### src/sv/key_press_event_detector_macros.svh
// assertion macros for the key press event detector
// included by every rtl file that carries concurrent assertions
`ifndef KEY_PRESS_EVENT_DETECTOR_MACROS_SVH
`define KEY_PRESS_EVENT_DETECTOR_MACROS_SVH

`ifndef NO_ASSERTIONS
// checked property, switched off while reset is asserted
`define KPED_ASSERT(lbl, clk, rst_n, prop, msg) \
  lbl: assert property (@(posedge clk) disable iff (!rst_n) prop) else $error(msg);
// checked property, also checked during reset
`define KPED_ASSERT_ALWAYS(lbl, clk, prop, msg) \
  lbl: assert property (@(posedge clk) prop) else $error(msg);
`else
`define KPED_ASSERT(lbl, clk, rst_n, prop, msg)
`define KPED_ASSERT_ALWAYS(lbl, clk, prop, msg)
`endif

`endif

### src/sv/kped_pkg.sv
// shared types, constants and helpers for the key press event detector
// no dependencies
package kped_pkg;

  localparam int NUM_KEYS  = 3;
  localparam int KEY_IDX_W = (NUM_KEYS > 1) ? $clog2(NUM_KEYS) : 1;
  localparam int CNT_W     = 16;
  localparam int CODE_W    = 4;
  localparam int CFG_IDX_W = 2;

  localparam logic [CNT_W-1:0] DEBOUNCE_RST = 16'd20;
  localparam logic [CNT_W-1:0] LONG_RST     = 16'd200;
  localparam logic [CNT_W-1:0] REPEAT_RST   = 16'd50;

  typedef enum logic [CFG_IDX_W-1:0] {
    REG_DEBOUNCE = 2'd0,
    REG_LONG     = 2'd1,
    REG_REPEAT   = 2'd2
  } cfg_reg_e;

  typedef enum logic [2:0] {
    EV_PRESS         = 3'd0,
    EV_SHORT_RELEASE = 3'd1,
    EV_LONG_PRESS    = 3'd2,
    EV_REPEAT        = 3'd3,
    EV_LONG_RELEASE  = 3'd4
  } evt_kind_e;

  typedef struct packed {
    logic [CNT_W-1:0] debounce;
    logic [CNT_W-1:0] long_press;
    logic [CNT_W-1:0] repeat_period;
  } cfg_t;

  typedef struct packed {
    logic      fire;
    evt_kind_e kind;
  } lane_evt_t;

  // key * 5 + kind + 1, kept to the code width
  function automatic logic [CODE_W-1:0] event_code(input logic [KEY_IDX_W-1:0] key,
                                                   input evt_kind_e kind);
    logic [7:0] t;
    t = 8'(key) * 8'd5 + 8'(kind) + 8'd1;
    return t[CODE_W-1:0];
  endfunction

endpackage

### src/sv/key_press_event_detector.sv
// top level of the key press event detector: config registers, key lanes, merge
// depends on kped_pkg, kped_lane and kped_merge
//
//   channel | direction | handshake                 | payload
//   --------+-----------+---------------------------+-----------------------------------
//   in      | in        | in_valid_i / in_stall_o   | key_levels_i
//   out     | out       | out_valid_o / out_stall_i | key_index_o, event_kind_o,
//           |           |                           | event_code_o, last_event_o
//   cfg     | in        | cfg_valid_i / cfg_ready_o | cfg_index_i, cfg_data_i
//
// a tick transaction is taken in one cycle; every lane updates in that same cycle
// a tick that raises events holds in_stall_o while the merge stage drains them,
// one per cycle while the output is not stalled
// the single output register lets the next tick in while the last event still waits
// reset puts all keys idle, counters and registers at their reset values
// cfg writes are always taken and act at the next counter reload
module key_press_event_detector
  import kped_pkg::*;
(
  input  logic                 clk_i,
  input  logic                 rst_ni,
  // scan tick input
  input  logic                 in_valid_i,
  output logic                 in_stall_o,
  input  logic [NUM_KEYS-1:0]  key_levels_i,
  // event output
  output logic                 out_valid_o,
  input  logic                 out_stall_i,
  output logic [KEY_IDX_W-1:0] key_index_o,
  output logic [2:0]           event_kind_o,
  output logic [CODE_W-1:0]    event_code_o,
  output logic                 last_event_o,
  // configuration writes
  input  logic                 cfg_valid_i,
  output logic                 cfg_ready_o,
  input  logic [CFG_IDX_W-1:0] cfg_index_i,
  input  logic [CNT_W-1:0]     cfg_data_i
);

  cfg_t      cfg_q, cfg_d;
  logic      tick;
  logic      busy;
  lane_evt_t evt [NUM_KEYS];

  // register file, an unused index is dropped
  assign cfg_ready_o = 1'b1;

  always_comb begin
    cfg_d = cfg_q;
    if (cfg_valid_i && cfg_ready_o) begin
      case (cfg_index_i)
        REG_DEBOUNCE: cfg_d.debounce      = cfg_data_i;
        REG_LONG:     cfg_d.long_press    = cfg_data_i;
        REG_REPEAT:   cfg_d.repeat_period = cfg_data_i;
        default:      cfg_d = cfg_q;
      endcase
    end
  end

  always_ff @(posedge clk_i or negedge rst_ni) begin
    if (!rst_ni) begin
      cfg_q.debounce      <= DEBOUNCE_RST;
      cfg_q.long_press    <= LONG_RST;
      cfg_q.repeat_period <= REPEAT_RST;
    end else begin
      cfg_q <= cfg_d;
    end
  end

  // a tick is held off only while the previous tick's events are still pending
  assign in_stall_o = busy;
  assign tick       = in_valid_i && !in_stall_o;

  // one lane per key
  for (genvar g = 0; g < NUM_KEYS; g++) begin : g_lane
    kped_lane u_lane (
      .clk_i     (clk_i),
      .rst_ni    (rst_ni),
      .cfg_i     (cfg_q),
      .tick_i    (tick),
      .pressed_i (key_levels_i[g]),
      .evt_o     (evt[g])
    );
  end

  // collect lane events and hand them out in key order
  kped_merge u_merge (
    .clk_i        (clk_i),
    .rst_ni       (rst_ni),
    .tick_i       (tick),
    .evt_i        (evt),
    .busy_o       (busy),
    .out_valid_o  (out_valid_o),
    .out_stall_i  (out_stall_i),
    .key_index_o  (key_index_o),
    .event_kind_o (event_kind_o),
    .event_code_o (event_code_o),
    .last_event_o (last_event_o)
  );

endmodule

### src/sv/kped_lane.sv
// one key lane: four-phase machine with its debounce, long and repeat counters
// depends on kped_pkg
module kped_lane
  import kped_pkg::*;
(
  input  logic      clk_i,
  input  logic      rst_ni,
  input  cfg_t      cfg_i,
  input  logic      tick_i,
  input  logic      pressed_i,
  output lane_evt_t evt_o
);

  typedef enum logic [1:0] {
    PH_IDLE     = 2'd0,
    PH_DEBOUNCE = 2'd1,
    PH_HELD     = 2'd2,
    PH_REPEAT   = 2'd3
  } phase_e;

  phase_e           phase_q, phase_d;
  logic [CNT_W-1:0] deb_q, deb_d;
  logic [CNT_W-1:0] lng_q, lng_d;
  logic [CNT_W-1:0] rpt_q, rpt_d;
  logic [CNT_W-1:0] dec;

  always_comb begin
    phase_d    = phase_q;
    deb_d      = deb_q;
    lng_d      = lng_q;
    rpt_d      = rpt_q;
    evt_o.fire = 1'b0;
    evt_o.kind = EV_PRESS;
    dec        = '0;
    if (tick_i) begin
      case (phase_q)
        PH_IDLE: begin
          if (pressed_i) phase_d = PH_DEBOUNCE;
        end
        PH_DEBOUNCE: begin
          dec = deb_q - 1'b1;
          if (!pressed_i) begin
            deb_d   = cfg_i.debounce;
            phase_d = PH_IDLE;
          end else if (dec == '0) begin
            deb_d      = cfg_i.debounce;
            phase_d    = PH_HELD;
            evt_o.fire = 1'b1;
            evt_o.kind = EV_PRESS;
          end else begin
            deb_d = dec;
          end
        end
        PH_HELD: begin
          dec = lng_q - 1'b1;
          if (!pressed_i) begin
            lng_d      = cfg_i.long_press;
            phase_d    = PH_IDLE;
            evt_o.fire = 1'b1;
            evt_o.kind = EV_SHORT_RELEASE;
          end else if (dec == '0) begin
            lng_d      = cfg_i.long_press;
            phase_d    = PH_REPEAT;
            evt_o.fire = 1'b1;
            evt_o.kind = EV_LONG_PRESS;
          end else begin
            lng_d = dec;
          end
        end
        PH_REPEAT: begin
          dec = rpt_q - 1'b1;
          if (!pressed_i) begin
            rpt_d      = cfg_i.repeat_period;
            phase_d    = PH_IDLE;
            evt_o.fire = 1'b1;
            evt_o.kind = EV_LONG_RELEASE;
          end else if (dec == '0) begin
            rpt_d      = cfg_i.repeat_period;
            evt_o.fire = 1'b1;
            evt_o.kind = EV_REPEAT;
          end else begin
            rpt_d = dec;
          end
        end
        default: begin
          phase_d = PH_IDLE;
        end
      endcase
    end
  end

  always_ff @(posedge clk_i or negedge rst_ni) begin
    if (!rst_ni) begin
      phase_q <= PH_IDLE;
      deb_q   <= DEBOUNCE_RST;
      lng_q   <= LONG_RST;
      rpt_q   <= REPEAT_RST;
    end else begin
      phase_q <= phase_d;
      deb_q   <= deb_d;
      lng_q   <= lng_d;
      rpt_q   <= rpt_d;
    end
  end

endmodule

### src/sv/kped_merge.sv
// merge stage: latches the lane events of one tick and drains them in key order
// depends on kped_pkg and the assertion macro header
`include "key_press_event_detector_macros.svh"

module kped_merge
  import kped_pkg::*;
(
  input  logic                  clk_i,
  input  logic                  rst_ni,
  input  logic                  tick_i,
  input  lane_evt_t             evt_i [NUM_KEYS],
  output logic                  busy_o,
  output logic                  out_valid_o,
  input  logic                  out_stall_i,
  output logic [KEY_IDX_W-1:0]  key_index_o,
  output logic [2:0]            event_kind_o,
  output logic [CODE_W-1:0]     event_code_o,
  output logic                  last_event_o
);

  logic [NUM_KEYS-1:0]  pend_q, pend_d;
  evt_kind_e            kind_q [NUM_KEYS];
  logic [NUM_KEYS-1:0]  pick;
  logic [KEY_IDX_W-1:0] sel;
  logic                 load;
  logic                 out_valid_q, out_valid_d;
  logic [KEY_IDX_W-1:0] key_q;
  evt_kind_e            okind_q;
  logic [CODE_W-1:0]    code_q;
  logic                 last_q;

  // lowest pending key wins
  always_comb begin
    pick = '0;
    sel  = '0;
    for (int k = NUM_KEYS - 1; k >= 0; k--) begin
      if (pend_q[k]) begin
        pick = '0;
        pick[k] = 1'b1;
        sel  = KEY_IDX_W'(k);
      end
    end
  end

  assign load = (|pend_q) && !(out_valid_q && out_stall_i);

  always_comb begin
    pend_d      = pend_q;
    out_valid_d = out_valid_q && out_stall_i;
    if (tick_i) begin
      for (int k = 0; k < NUM_KEYS; k++) pend_d[k] = evt_i[k].fire;
    end
    if (load) begin
      pend_d      = pend_q & ~pick;
      out_valid_d = 1'b1;
    end
  end

  always_ff @(posedge clk_i or negedge rst_ni) begin
    if (!rst_ni) begin
      pend_q      <= '0;
      out_valid_q <= 1'b0;
    end else begin
      pend_q      <= pend_d;
      out_valid_q <= out_valid_d;
    end
  end

  always_ff @(posedge clk_i) begin
    if (tick_i) begin
      for (int k = 0; k < NUM_KEYS; k++) kind_q[k] <= evt_i[k].kind;
    end
    if (load) begin
      key_q   <= sel;
      okind_q <= kind_q[sel];
      code_q  <= event_code(sel, kind_q[sel]);
      last_q  <= (pend_q & ~pick) == '0;
    end
  end

  assign busy_o       = |pend_q;
  assign out_valid_o  = out_valid_q;
  assign key_index_o  = key_q;
  assign event_kind_o = okind_q;
  assign event_code_o = code_q;
  assign last_event_o = last_q;

  `KPED_ASSERT(a_tick_only_when_drained, clk_i, rst_ni, tick_i |-> pend_q == '0, "tick taken with events pending")
  `KPED_ASSERT(a_drain_progress, clk_i, rst_ni, ((pend_q != '0) && !(out_valid_q && out_stall_i)) |=> out_valid_q, "pending event not moved to output")
  `KPED_ASSERT(a_more_after_non_last, clk_i, rst_ni, (out_valid_q && !last_q) |-> pend_q != '0, "non-last event with nothing left")
  `KPED_ASSERT_ALWAYS(a_reset_idle, clk_i, !rst_ni |=> (pend_q == '0 && !out_valid_q), "merge not idle in reset")

endmodule

### config.mk
export PLATFORM = sky130hd
export DESIGN_NAME = key_press_event_detector
export DESIGN_NICKNAME = d
export VERILOG_FILES = /design/src/sv/kped_pkg.sv /design/src/sv/key_press_event_detector.sv /design/src/sv/kped_lane.sv /design/src/sv/kped_merge.sv
export VERILOG_INCLUDE_DIRS = /design/src /design/src/sv
export SDC_FILE = /design/constraint.sdc
export NUM_CORES = 1
export LEC_CHECK = 0
export BUFFER_PORTS_ARGS = -buffer_cell sky130_fd_sc_hd__buf_2
export CAP_MARGIN = 40
export CORE_ASPECT_RATIO = 0.75
export CORE_MARGIN = 2
export CORE_UTILIZATION = 45
export DETAILED_ROUTE_END_ITERATION = 10
export SLEW_MARGIN = 20
export SYNTH_ARGS = -nofsm -noshare
export SYNTH_HDL_FRONTEND = slang
export SYNTH_HIERARCHICAL = 1
export SYNTH_SLANG_ARGS = --single-unit
### constraint.sdc
create_clock -name clk_i -period 9.15 [get_ports clk_i]
set_input_delay 1.3725 -clock clk_i [delete_from_list [all_inputs] [get_ports clk_i]]
set_output_delay 1.3725 -clock clk_i [all_outputs]
set_load 0.02 [all_outputs]
==> impl_metrics.py <==
metrics = {
    "critical_path": {
        "critPathMaxFanout": 12,
        "cp_slowest_stage_delay_ps": 600,
        "path_class": "reg2reg",
        "crit_required_ps": 9560,
        "crit_slowest_cell": "or4b_1",
        "arrival_ps": 4500,
        "path_cells": "inv_1 > ha_1 > or4b_1 > o31a_1 > or4b_4 > or4_4 > o31ai_2 > buf_4 > o21ai_1 > a211o_1",
        "endpoint_kind": "flop",
        "rrSetupSlack_ps": 5070,
        "start_kind": "flop",
    },
    "global_route": {
        "grt_max_degree": 79,
        "antenna_found_initial": 2,
        "grt_pass1_vias": 11841,
        "grt_usage": 0.247,
        "grt-ovfl-total": 0,
        "grt_pass1_wl_um": 68700,
    },
    "routing": {
        "viasPerCell": 6.30,
        "drt-met1-wl_um": 21100,
        "route.met2.wl_um": 18300,
        "drc": 0,
        "drt_wl_total_um": 43500,
        "drt_pass1_iterations": 5,
        "dr.max_layer_used": "met5",
        "ant_nets": 0,
        "drt_iter0_drc": 1128,
        "wl_met3_um": 3040,
        "wire_per_inst_um": 20.6,
        "via_count": 13274,
    },
    "die": {
        "die_y_um": 162,
        "pin_count": 39,
        "floorplan.initialDensity": 0.461,
        "die_area_mm2": 0.0350,
        "die_x_um": 215,
        "core_mm2": 0.0327,
        "rows": 57,
    },
    "cells_and_area": {
        "nFillCells": 3093,
        "antenna_cells": 0,
        "nets": 1696,
        "final_layout_size_suffix_gt1_frac": 0.159,
        "area_growth_pct": 8.47,
        "utilization": 0.500,
    },
    "power_and_ir_drop": {
        "p_sw_uw": 876,
        "power_mw": 2.83,
        "clkPwrFrac": 0.384,
        "p_leak_nw": 6.34,
        "p_int_mw": 1.95,
        "pwr_density_cell_mw_per_mm2": 173,
        "p_comb_frac": 0.151,
        "p_seq_frac": 0.465,
        "ir_drop_mv": 0.147,
        "p_sw_frac": 0.310,
    },
    "clock_network": {
        "cts_made_buffers": 25,
        "worstSkewPairLatency_ps": 550,
        "cts_tree": "built",
        "clk_path_buf_depth": 3,
        "clk_pin_slew_worst_paths_ps": 60,
        "postCtsHoldBufs": 0,
        "cts_sinks": 221,
        "postCtsSetupBuffers": 0,
        "cts-root-buf": "clkbuf_16",
        "htreeDepth": 1,
        "post_cts_resized": 0,
    },
    "synthesis": {
        "synth_area_mm2": 0.0151,
        "yosys_most_used_dff": "dfrtp_1",
        "yosysMostFrequentCell": "dfrtp_1",
        "yosysSeqAreaShare": 0.376,
        "synth_top_area_frac": 0.282,
        "synthDistinctLibCells": 107,
        "yosys-top-cells-count": "dfrtp_1 (170), nand2_1 (135), nor2_1 (108)",
        "synth_cells": 1677,
        "ys_ff_latch": 221,
        "syn_area_per_cell_um2": 8.98,
        "yosys-top-cells-area": "dfrtp_1 (28%), dfstp_2 (5.6%), mux2i_1 (3.8%), edfxtp_1 (3.8%), mux2_2 (3.6%)",
        "syn_nets": 1726,
        "postSynth.asyncResetShare": 0.914,
        "yosys.area.top_type": "dfrtp_1",
        "synth_edf_count": 19,
        "yosysWarnings": 6,
    },
    "placement": {
        "io_buffer_count": 37,
        "gp_congestion": 0.900,
        "dp_hpwl_um": 30300,
    },
    "status": {
        "status": "complete, no violations",
    },
    "sta": {
        "fin_setup_tns_ps": 0,
        "setup_viol": 0,
        "min_period_over_period": 0.446,
        "hold_viol_final": 0,
        "drv_slew": 0,
        "slew_headroom": 0.444,
        "fmax_ghz": 0.245,
        "tightest_slew_ps": 826,
        "grt_setup_unrepaired": "no",
        "period_minus_slack_ps": 4080,
        "clock_skew_ps": 24.3,
    },
    "flow_run": {
        "cap_violations": 0,
    },
    "worst_hold_path": {
        "hold_path_class": "reg2reg",
    },
}
## cells in the final DEF, fill, tap and decap left out, types with 20 or more instances in the layout
cell | Yosys | layout
dfrtp_1 | 170 | 170
nand2_1 | 135 | 135
nor2_1 | 108 | 108
nand3_1 | 90 | 90
inv_1 | 77 | 77
o21ai_0 | 76 | 76
a21oi_1 | 77 | 76
nor3_1 | 67 | 67
mux2i_1 | 57 | 57
mux2_2 | 48 | 48
buf_2 | 17 | 39
nand4_1 | 37 | 37
nor4_1 | 34 | 34
dfstp_2 | 32 | 32
o211ai_1 | 30 | 30
a2bb2oi_1 | 30 | 30
a22oi_1 | 29 | 29
or3_1 | 28 | 28
clkbuf_16 | 0 | 25
and3_1 | 24 | 24
or4_1 | 24 | 24
ha_1 | 22 | 22
xnor2_1 | 20 | 20
## area by class of cell
| cell class | count | area [um^2] | area share |
|---|---|---|---|
| inverter | 77 | 289 | 0.0177 |
| clock inverter | 15 | 205 | 0.0126 |
| multi-input combinational | 1254 | 8470 | 0.519 |
| timing repair buffer | 68 | 487 | 0.0298 |
| sequential | 221 | 5670 | 0.347 |
| clock buffer | 31 | 668 | 0.0409 |
| tap | 442 | 553 | 0.0338 |
## logic make-up after synthesis
family | after synthesis | synth area share
and+or+nand+nor | 662 | 0.241
AOI/OAI and AO/OA | 426 | 0.204
DFF | 221 | 0.376
buffers and inverters | 202 | 0.0635
muxes | 105 | 0.0737
xor gates and xnor gates | 37 | 0.0220
adders and majority gates | 23 | 0.0196
other | 1 | 0.000249
## critical path: cells and delay by family, from the launching register on
kind	cells	cell delay, ps
AO/OA/AOI/OAI	4	1090
adder cells (fa/ha/maj)	1	360
buffers and inverters	2	400
flip-flops	1	460
AND/OR/NAND/NOR	3	1640
## routing by layer
metal	vias to the layer above	track usage
li1	6260	-
met1	6535	0.385
met2	421	0.357
met3	56	0.0355
met4	2	0.0571
met5	-	0
## registers in the layout (all words and copies together), names as in the netlist
register / count
g_lane.u_lane/lng_q: 48
u_merge/pend_q: 3
g_lane.u_lane/phase_q: 6
g_lane.u_lane/rpt_q: 48
cfg_q: 48
u_merge/out_valid_o: 1
u_merge/key_index_o: 2
u_merge/event_kind_o: 3
u_merge/last_event_o: 1
u_merge/kind_q: 9
g_lane.u_lane/deb_q: 48
u_merge/event_code_o: 4
## power by group through the flow
stage / logic, mW / registers [mW] / clock network [mW]
2_1_floorplan: 0.353 / 1.21 / 0
3_3_place_gp: 0.405 / 1.32 / 0
3_5_place_dp: 0.420 / 1.32 / 0
4_1_cts: 0.422 / 1.31 / 1.11
5_1_grt: 0.475 / 1.33 / 1.15
6_report: 0.426 / 1.31 / 1.09
## stage by stage
stage / setup WS, ps / area (um^2) / hold slack, ps / instances
2_1_floorplan: 5370 / 15100 / 470 / 1677
3_3_place_gp: 4840 / 15300 / 491 / 2046
3_5_place_dp: 5130 / 15400 / 500 / 2056
4_1_cts: 5100 / 16300 / 512 / 2102
5_1_grt: 4940 / 16300 / 538 / 2108
6_report: 5070 / 16300 / 509 / 2108
## path summary, 6_finish.rpt
kind,to,cells after the start,from
min reg2reg,g_lane[0].u_lane/rpt_q[4],2,g_lane[0].u_lane/rpt_q[4]
max in group asynchronous,cfg_q[1],3,rst_ni
min,g_lane[0].u_lane/rpt_q[4],2,g_lane[0].u_lane/rpt_q[4]
max reg2reg,g_lane[2].u_lane/rpt_q[3],10,g_lane[2].u_lane/rpt_q[0]
min in group asynchronous,g_lane[1].u_lane/rpt_q[15],1,rst_ni
max,g_lane[2].u_lane/rpt_q[3],10,g_lane[2].u_lane/rpt_q[0]
(Power assumes the default switching activity.)
